**config.mk**
```make
export PLATFORM = sky130hd
export DESIGN_NAME = apfi_stage
export DESIGN_NICKNAME = d
export VERILOG_FILES = /design/src/apfi_pkg.sv /design/src/apfi_stage.sv
export SDC_FILE = /design/constraint.sdc
export NUM_CORES = 2
export LEC_CHECK = 0
export BUFFER_PORTS_ARGS = -buffer_cell sky130_fd_sc_hd__buf_2
export CAP_MARGIN = 25
export CORE_AREA = 2 2 240 242
export CTS_CLUSTER_SIZE = 25
export DETAILED_ROUTE_END_ITERATION = 8
export DIE_AREA = 0 0 242 244
export PLACE_DENSITY = 0.79
export SLEW_MARGIN = 10
export SYNTH_ARGS = -nofsm -noshare
export SYNTH_HDL_FRONTEND = slang
export SYNTH_SLANG_ARGS = --single-unit
```
**constraint.sdc**
```tcl
create_clock -name clk -period 0.8 [get_ports clk]
set_input_delay 0.12 -clock clk [delete_from_list [all_inputs] [get_ports clk]]
set_output_delay 0.12 -clock clk [all_outputs]
set_load 0.02 [all_outputs]
```
**src/apfi_pkg.sv**
```systemverilog
// shared types, constants and stage map for the animation progress / frame index core
// no dependencies; used by the interfaces, the stage module and the top level
package apfi_pkg;

    localparam int TIME_BITS       = 40;
    localparam int FRAME_BITS      = 16;
    localparam int RATIO_FRAC_BITS = 16;
    localparam int CFG_BITS        = 32;
    localparam int PROG_BITS       = RATIO_FRAC_BITS + 1;
    localparam int PERIOD_BITS     = CFG_BITS + 1;
    localparam int MREM_BITS       = PERIOD_BITS + 1;
    localparam int PROD_BITS       = FRAME_BITS + PROG_BITS;

    // stage map: input, one remainder step per time bit, adjust,
    // one quotient bit per stage, multiply, output
    localparam int ST_IN        = 0;
    localparam int ST_MOD_FIRST = 1;
    localparam int ST_MOD_LAST  = ST_MOD_FIRST + TIME_BITS - 1;
    localparam int ST_ADJ       = ST_MOD_LAST + 1;
    localparam int ST_DIV_FIRST = ST_ADJ + 1;
    localparam int ST_DIV_LAST  = ST_DIV_FIRST + PROG_BITS - 1;
    localparam int ST_MUL       = ST_DIV_LAST + 1;
    localparam int ST_OUT       = ST_MUL + 1;
    localparam int N_STAGES     = ST_OUT + 1;
    localparam int STAGE_BITS   = $clog2(N_STAGES);

    localparam logic [PROG_BITS-1:0] RATIO_ONE  = PROG_BITS'(1) << RATIO_FRAC_BITS;
    localparam logic [PROG_BITS-1:0] RATIO_ZERO = '0;

    // loop modes
    localparam logic [1:0] MODE_ONCE   = 2'd0;
    localparam logic [1:0] MODE_REPEAT = 2'd1;
    localparam logic [1:0] MODE_FLIP   = 2'd2;

    // register indexes
    localparam logic [1:0] REG_START_DELAY  = 2'd0;
    localparam logic [1:0] REG_RUN_LENGTH   = 2'd1;
    localparam logic [1:0] REG_PLAY_REVERSE = 2'd2;
    localparam logic [1:0] REG_LOOP_MODE    = 2'd3;

    typedef struct packed {
        logic [CFG_BITS-1:0] start_delay;
        logic [CFG_BITS-1:0] run_length;
        logic                play_reverse;
        logic [1:0]          loop_mode;
    } cfg_t;

    typedef struct packed {
        logic [TIME_BITS-1:0]   t;
        logic [TIME_BITS-1:0]   x;
        logic [FRAME_BITS-1:0]  frames;
        logic [MREM_BITS-1:0]   mrem;
        logic                   qlsb;
        logic                   spec;
        logic [PROG_BITS-1:0]   sprog;
        logic [PERIOD_BITS-1:0] drem;
        logic [PROG_BITS-1:0]   quot;
        logic [PROG_BITS-1:0]   prog;
        logic [PROD_BITS-1:0]   prod;
        logic [FRAME_BITS-1:0]  idx;
    } stage_t;

endpackage

```
**src/apfi_stage.sv**
```systemverilog
// one pipeline stage: register with valid, work picked by the stage number
// depends on apfi_pkg
module apfi_stage import apfi_pkg::*; (
    input  logic                  clk,
    input  logic                  rst_n,
    input  logic [STAGE_BITS-1:0] stage_num,
    input  cfg_t                  cfg,
    input  stage_t                prev,
    input  logic                  prev_valid,
    input  logic                  load,
    output stage_t                data,
    output logic                  valid
);

    stage_t                 data_reg, data_next;
    logic                   valid_reg;
    logic [MREM_BITS-1:0]   msh;
    logic                   mq;
    logic [PERIOD_BITS-1:0] period;
    logic                   past, wrap, rev;
    logic [PERIOD_BITS-1:0] r1;
    logic [TIME_BITS-1:0]   t2, u;
    logic [CFG_BITS-1:0]    num;
    logic [PERIOD_BITS-1:0] dsh;
    logic                   dq;
    logic [PROG_BITS-1:0]   p;
    logic [FRAME_BITS:0]    scaled;

    // stage work
    always_comb
    begin
        data_next = prev;
        period = {1'b0, cfg.start_delay} + {1'b0, cfg.run_length};
        msh    = {prev.mrem[PERIOD_BITS-1:0], prev.x[TIME_BITS-1]};
        mq     = msh >= {1'b0, period};
        past   = prev.t > TIME_BITS'(period);
        wrap   = past && (cfg.loop_mode == MODE_REPEAT || cfg.loop_mode == MODE_FLIP);
        rev    = cfg.play_reverse ^ (wrap && cfg.loop_mode == MODE_FLIP && prev.qlsb);
        r1     = prev.mrem[PERIOD_BITS-1:0] + PERIOD_BITS'(1);
        t2     = wrap ? TIME_BITS'(r1) : prev.t;
        u      = t2 - TIME_BITS'(cfg.start_delay);
        num    = rev ? (cfg.run_length - u[CFG_BITS-1:0]) : u[CFG_BITS-1:0];
        dsh    = (stage_num == STAGE_BITS'(ST_DIV_FIRST)) ? prev.drem
                                                          : {prev.drem[CFG_BITS-1:0], 1'b0};
        dq     = dsh >= {1'b0, cfg.run_length};
        p      = prev.spec ? prev.sprog : prev.quot;
        scaled = prev.prod[PROD_BITS-1:RATIO_FRAC_BITS];

        if (stage_num >= STAGE_BITS'(ST_MOD_FIRST) && stage_num <= STAGE_BITS'(ST_MOD_LAST))
        begin
            // restoring remainder step of (t - 1) by the period
            data_next.x    = prev.x << 1;
            data_next.mrem = mq ? (msh - {1'b0, period}) : msh;
            data_next.qlsb = mq;
        end
        else if (stage_num == STAGE_BITS'(ST_ADJ))
        begin
            // wrap, direction and the held-value cases
            data_next.drem = {1'b0, num};
            data_next.quot = '0;
            data_next.spec = 1'b1;
            if (cfg.run_length == '0 || (past && !wrap))
                data_next.sprog = cfg.play_reverse ? RATIO_ZERO : RATIO_ONE;
            else if (t2 < TIME_BITS'(cfg.start_delay))
                data_next.sprog = rev ? RATIO_ONE : RATIO_ZERO;
            else
            begin
                data_next.spec  = 1'b0;
                data_next.sprog = RATIO_ZERO;
            end
        end
        else if (stage_num >= STAGE_BITS'(ST_DIV_FIRST) && stage_num <= STAGE_BITS'(ST_DIV_LAST))
        begin
            // one quotient bit of num * 2^F / run_length
            data_next.drem = dq ? (dsh - {1'b0, cfg.run_length}) : dsh;
            data_next.quot = {prev.quot[PROG_BITS-2:0], dq};
        end
        else if (stage_num == STAGE_BITS'(ST_MUL))
        begin
            data_next.prog = p;
            data_next.prod = PROD_BITS'(prev.frames * p);
        end
        else if (stage_num == STAGE_BITS'(ST_OUT))
        begin
            data_next.idx = (scaled == '0) ? '0 : FRAME_BITS'(scaled - 1'b1);
        end
    end

    // stage registers
    always_ff @(posedge clk or negedge rst_n)
    begin
        if (!rst_n)
            valid_reg <= 1'b0;
        else if (load)
            valid_reg <= prev_valid;
    end

    always_ff @(posedge clk)
    begin
        if (load && prev_valid)
            data_reg <= data_next;
    end

    assign data  = data_reg;
    assign valid = valid_reg;

endmodule

```
==> results of run 1 <==
[metrics by stage]
stage                     std cells  area [um2]    util  setup WS, ns
after floorplan                3360       31790       -        -8.570
after detailed placement       5592       42680  0.7598        -9.358
after global placement         5592       42680  0.7598        -9.061
after CTS                      5972       49300  0.8778        -8.532
[routing by layer]
metal  overflow  global-route usage
met1          0              0.6195
met2          1              0.8588
met3          3              0.4162
met4          3              0.6131
met5          0              0.2092
[cell families after synthesis]
| logic type | Yosys count | synth area share |
|---|---|---|
| adder cells (fa/ha/maj) | 501 | 0.2567 |
| AO/OA/AOI/OAI | 652 | 0.1418 |
| AND/OR/NAND/NOR | 1094 | 0.1659 |
| buffers and inverters | 482 | 0.05984 |
| flip-flops | 266 | 0.2613 |
| XOR/XNOR | 237 | 0.06910 |
| multiplexers | 128 | 0.04542 |
[repair_timing]
action,4_1_cts
hold buffers,225
buffers inserted,107
setup endpoints to repair,475
pin swaps,253
resized for setup,596
cloned,11
endpoints found under the hold margin,232
==> out/metrics.csv, run 1 <==
stage,metric,value,unit
status,status,did not finish,
status,haltStage,global routing (5_1_grt),
status,firstError,[ERROR GRT-0116] Global routing finished with congestion. Check the congestion regions in the DRC Viewer.,
synth,synth_top_area_share,0.2605,
clock_tree,numCtsBuffers,30,
placed_design,dp_hpwl,98.11,mm
synth,async_flop_share,0.003759,
synth,syn_nets,4189,
synth,synth-main-ff-cell,edfxtp_1,
die,initial_core_util,0.5438,
synth,ys_warn_count,0,
global_route,grt_pass1_vias,43700,
synth,yosys-top-cells-area,"edfxtp_1 (26%), fa_1 (14%), ha_1 (11%)",
synth,ys_types,93,
synth,syn_inst,3360,
synth,synth.most_common_cell,nand2_1,
placed_design,port_buffers,607,
global_route,grt_max_degree,33,
clock_tree,root_buffer,clkbuf_16,
placed_design,place_congestion,0.9761,
synth,yosys-top-cells-count,"nand2_1 (495), inv_1 (356), ha_1 (274), edfxtp_1 (265), fa_1 (213)",
global_route,grt-ovfl-total,7,
die,pin_count,608,
synth,syn_area,30550,um2
synth,synth_seq_cells,266,
synth,yosysTopAreaCell,edfxtp_1,
synth,synth_edf_count,265,
die,die_w,242,um
clock_tree,clock-sinks,266,
die,rows,87,
die,die_height,244,um
clock_tree,clockBufferDepth,3,
global_route,track_usage,0.6301,
global_route,grt_pass1_wl,273.2,mm
clock_tree,htreeDepth,1,
synth,ys_seq_area_frac,0.2613,
synth,syn_avg_cell_area,9.091,um2
==> inputs of run 2 (changes only) <==
--- a/config.mk
+++ b/config.mk
@@ -7,11 +7,9 @@
 export LEC_CHECK = 0
 export BUFFER_PORTS_ARGS = -buffer_cell sky130_fd_sc_hd__buf_2
 export CAP_MARGIN = 25
-export CORE_AREA = 2 2 240 242
-export CTS_CLUSTER_SIZE = 25
+export CORE_UTILIZATION = 40
 export DETAILED_ROUTE_END_ITERATION = 8
-export DIE_AREA = 0 0 242 244
-export PLACE_DENSITY = 0.79
+export PLACE_DENSITY_LB_ADDON = 0.15
 export SLEW_MARGIN = 10
 export SYNTH_ARGS = -nofsm -noshare
 export SYNTH_HDL_FRONTEND = slang
==> run 2 against run 1 <==
Net effect: the flow now finishes, with violations (hold timing, setup timing); area after synthesis did not move; synthesized cell count did not move.
==> out/metrics.csv, run 2 <==
stage,metric,value,unit,change
pwr,seqPwrFrac,0.105,,
synth,syn_nets,4189,,unchanged
setup_path,cp_max_fo,3,,
synth,synth.most_common_cell,nand2_1,,
placed_design,place_congestion,0.9421,,-3.5%
cells_and_area,nNetsFinal,6068,,
cells_and_area,final_common_cell,buf_4,,
clock_tree,clockBufferDepth,3,,unchanged
hold_path,min-delay-start,prev[99],,
synth,syn_area,30550,um2,unchanged
die,die_w,278.3,um,+15%
cells_and_area,final_cell_mix,"buf_4 (987), buf_2 (591), nand2_1 (460)",,
die,die_height,278.3,um,+14%
pwr,power.density,3304,nW/um2,
timing,rsz0062_at_grt,true,,
setup_path,worst_r2r_path_depth,1,,
synth,async_flop_share,0.003759,,unchanged
routing,drt-initial-drc-count,1686,,
synth,yosysTopAreaCell,edfxtp_1,,
setup_path,arrival,9.99,ns,
pwr,p_sw_frac,0.4276,,
synth,syn_avg_cell_area,9.091,um2,unchanged
setup_path,cp_slowest_cell,or4_4,,
synth,synth_top_area_share,0.2605,,unchanged
synth,synth_edf_count,265,,unchanged
die,core_area,74950,um2,
setup_path,critPathBufInv,3,,
timing,hold_viol,7,,
synth,synth-main-ff-cell,edfxtp_1,,
status,violations,"hold timing, setup timing",,
timing,fmax,103.9,MHz,
pwr,power.leakage,0.02387,uW,
setup_path,r2r_setup_slack,0.03,ns,
clock_tree,tritoncts,done,,
timing,worstMarginPinSlew,0.7060,ns,
setup_path,cp-end-kind,flip-flop,,
placed_design,place_inst,5808,,+3.9%
timing,fin_skew,0,ns,
synth,ys_seq_area_frac,0.2613,,unchanged
cells_and_area,post_layout_nonfiller_instances,6253,,
synth,yosys-top-cells-area,"edfxtp_1 (26%), fa_1 (14%), ha_1 (11%)",,
timing,finalSetupViolCount,475,,
timing,layout_min_cycle_time,9.628,ns,
cells_and_area,multi_input_area,23070,um2,
die,pin_count,608,,unchanged
pwr,combPwrFrac,0.802,,
die,initial_core_util,0.4076,,-0.1363
global_route,track_usage,0.3091,,
global_route,grt_max_degree,36,,
pwr,irDropWorstVdd,4.475,mV,
cells_and_area,utilization,0.6635,,
setup_path,timing.rr.start,valid,,
clock_tree,clk_pin_slew,0.06,ns,
placed_design,port_buffers,607,,unchanged
timing,maxSlewViolCount,0,,
status,status,"complete, but fails checks",,
routing,wl,121.9,mm,
timing,hold_slack,-0.06840,ns,
setup_path,slowest_delay,0.44,ns,
timing,fin_crit_sh,12.04,,
hold_path,hold_path_end,data[99],,
routing,vias_per_cell,5.153,,
clock_tree,htreeDepth,1,,unchanged
cells_and_area,largest_reg_flops,265,,
global_route,grt_pass1_vias,33090,,
die,rows,100,,+15%
global_route,grt_antenna_before_repair,32,,
synth,ys_types,93,,unchanged
cells_and_area,num-fill-cells,5999,,
job,drv_cap,0,,
timing,max_slew_margin,0.5260,,
clock_tree,clock_latency,0.60,ns,
global_route,grt-ovfl-total,0,,
setup_path,path_delay_family,compound AO/OA/AOI/OAI gates,,
synth,ys_warn_count,0,,unchanged
die,die-area,77480,um2,
routing,dr.pass1.iters,5,,
pwr,p_int,94050,uW,
synth,syn_inst,3360,,unchanged
routing,drc,0,,
placed_design,dp_hpwl,96.42,mm,-1.7%
cells_and_area,drive_gt1_frac,0.4309,,
routing,wire_per_inst,19.50,um,
pwr,p_clk_frac,0.094,,
clock_tree,numCtsBuffers,31,,+3.3%
clock_tree,root_buffer,clkbuf_16,,
timing,setup_ws,-8.828,ns,
hold_path,hold_depth,3,,
synth,synth_seq_cells,266,,unchanged
routing,vias,32220,,
setup_path,rr_endpoint,valid,,
clock_tree,clock-sinks,266,,unchanged
global_route,grt_pass1_wl,185.4,mm,
routing,ant_nets,0,,
setup_path,cp_common_cell,maj3_2,,
hold_path,min_path_type,input pin to flip-flop,,
pwr,power.net_switching,70250,uW,
setup_path,cp.required,1.16,ns,
cells_and_area,register_area,7984,um2,
cells_and_area,area_delta_synth_final,62.79,%,
synth,yosys-top-cells-count,"nand2_1 (495), inv_1 (356), ha_1 (274), edfxtp_1 (265), fa_1 (213)",,
setup_path,path_class,input pin to flip-flop,,
setup_path,start_kind,input pin,,
-- run 2: cell counts after synthesis --
Identical to the previous run, type by type.
-- run 2: how the worst max path moves through the flow --
stage / startpoint / slack, ns / endpoint / cells after the start
final: cfg[4] / -8.83 / data[103] / 50
after global routing: cfg[4] / -9.33 / data[114] / 53
after CTS: cfg[4] / -8.47 / data[113] / 54
after detailed placement: cfg[4] / -9.50 / data[103] / 50
after global placement: cfg[4] / -9.37 / data[103] / 50
after floorplan: cfg[4] / -8.57 / data[103] / 51
-- run 2: through the flow --
step,instance area (um2),setup TNS (ns),hold WS (ns),worst slack [ns],power [uW]
floorplan,31790,-1037.78,-0.1756,-8.570,76750
global placement,43010,-819.73,-0.1050,-9.369,119300
detailed placement,43010,-823.04,-0.1017,-9.496,120200
CTS,49210,-732.50,-0.09219,-8.473,156400
global route,49710,-785.46,-0.07001,-9.329,172800
finish,49730,-741.47,-0.06840,-8.828,164300
-- run 2: cell families after synthesis --
| logic type | after synthesis | share of synthesized area |
|---|---|---|
| adders and majority gates | 501 | 0.2567 |
| buffers and inverters | 482 | 0.05984 |
| AOI/OAI and AO/OA | 652 | 0.1418 |
| DFF | 266 | 0.2613 |
| xor gates and xnor gates | 237 | 0.06910 |
| muxes | 128 | 0.04542 |
| and+or+nand+nor | 1094 | 0.1659 |
-- run 2: cell type report --
cell class                      count  share of cell area
Antenna cell                       20            0.001006
Clock buffer                       35             0.01590
Clock inverter                     23            0.006139
Inverter                          356             0.02728
Multi-Input combinational cell   2612              0.4639
Sequential cell                   266              0.1606
Tap cell                          969             0.02438
Timing Repair Buffer             1972              0.3009
-- run 2: metal layers --
layer | track usage | up-vias | share of wire
li1 | - | 15400 | -
met1 | 0.3800 | 15520 | 0.41
met2 | 0.5421 | 1033 | 0.50
met3 | 0.04483 | 256 | 0.058
met4 | 0.1232 | 18 | 0.039
met5 | 0 | - | 0.00094
-- run 2: power by group through the flow --
stage	Clock [uW]	Combinational, uW	Sequential (uW)
after floorplan	0	57800	18900
after global placement	0	102000	17500
after detailed placement	0	103000	17500
after CTS	15700	123000	17200
after global routing	16100	139000	17300
final	15400	132000	17200
-- run 2: timing repair --
item                                   CTS  global route
cloned                                   6             0
pin swaps                              173           141
buffers inserted                       195            36
setup endpoints to repair              475           475
hold buffers                           244             1
endpoints found under the hold margin  249             9
resized for setup                      314           151
(Power assumes the default switching activity.)
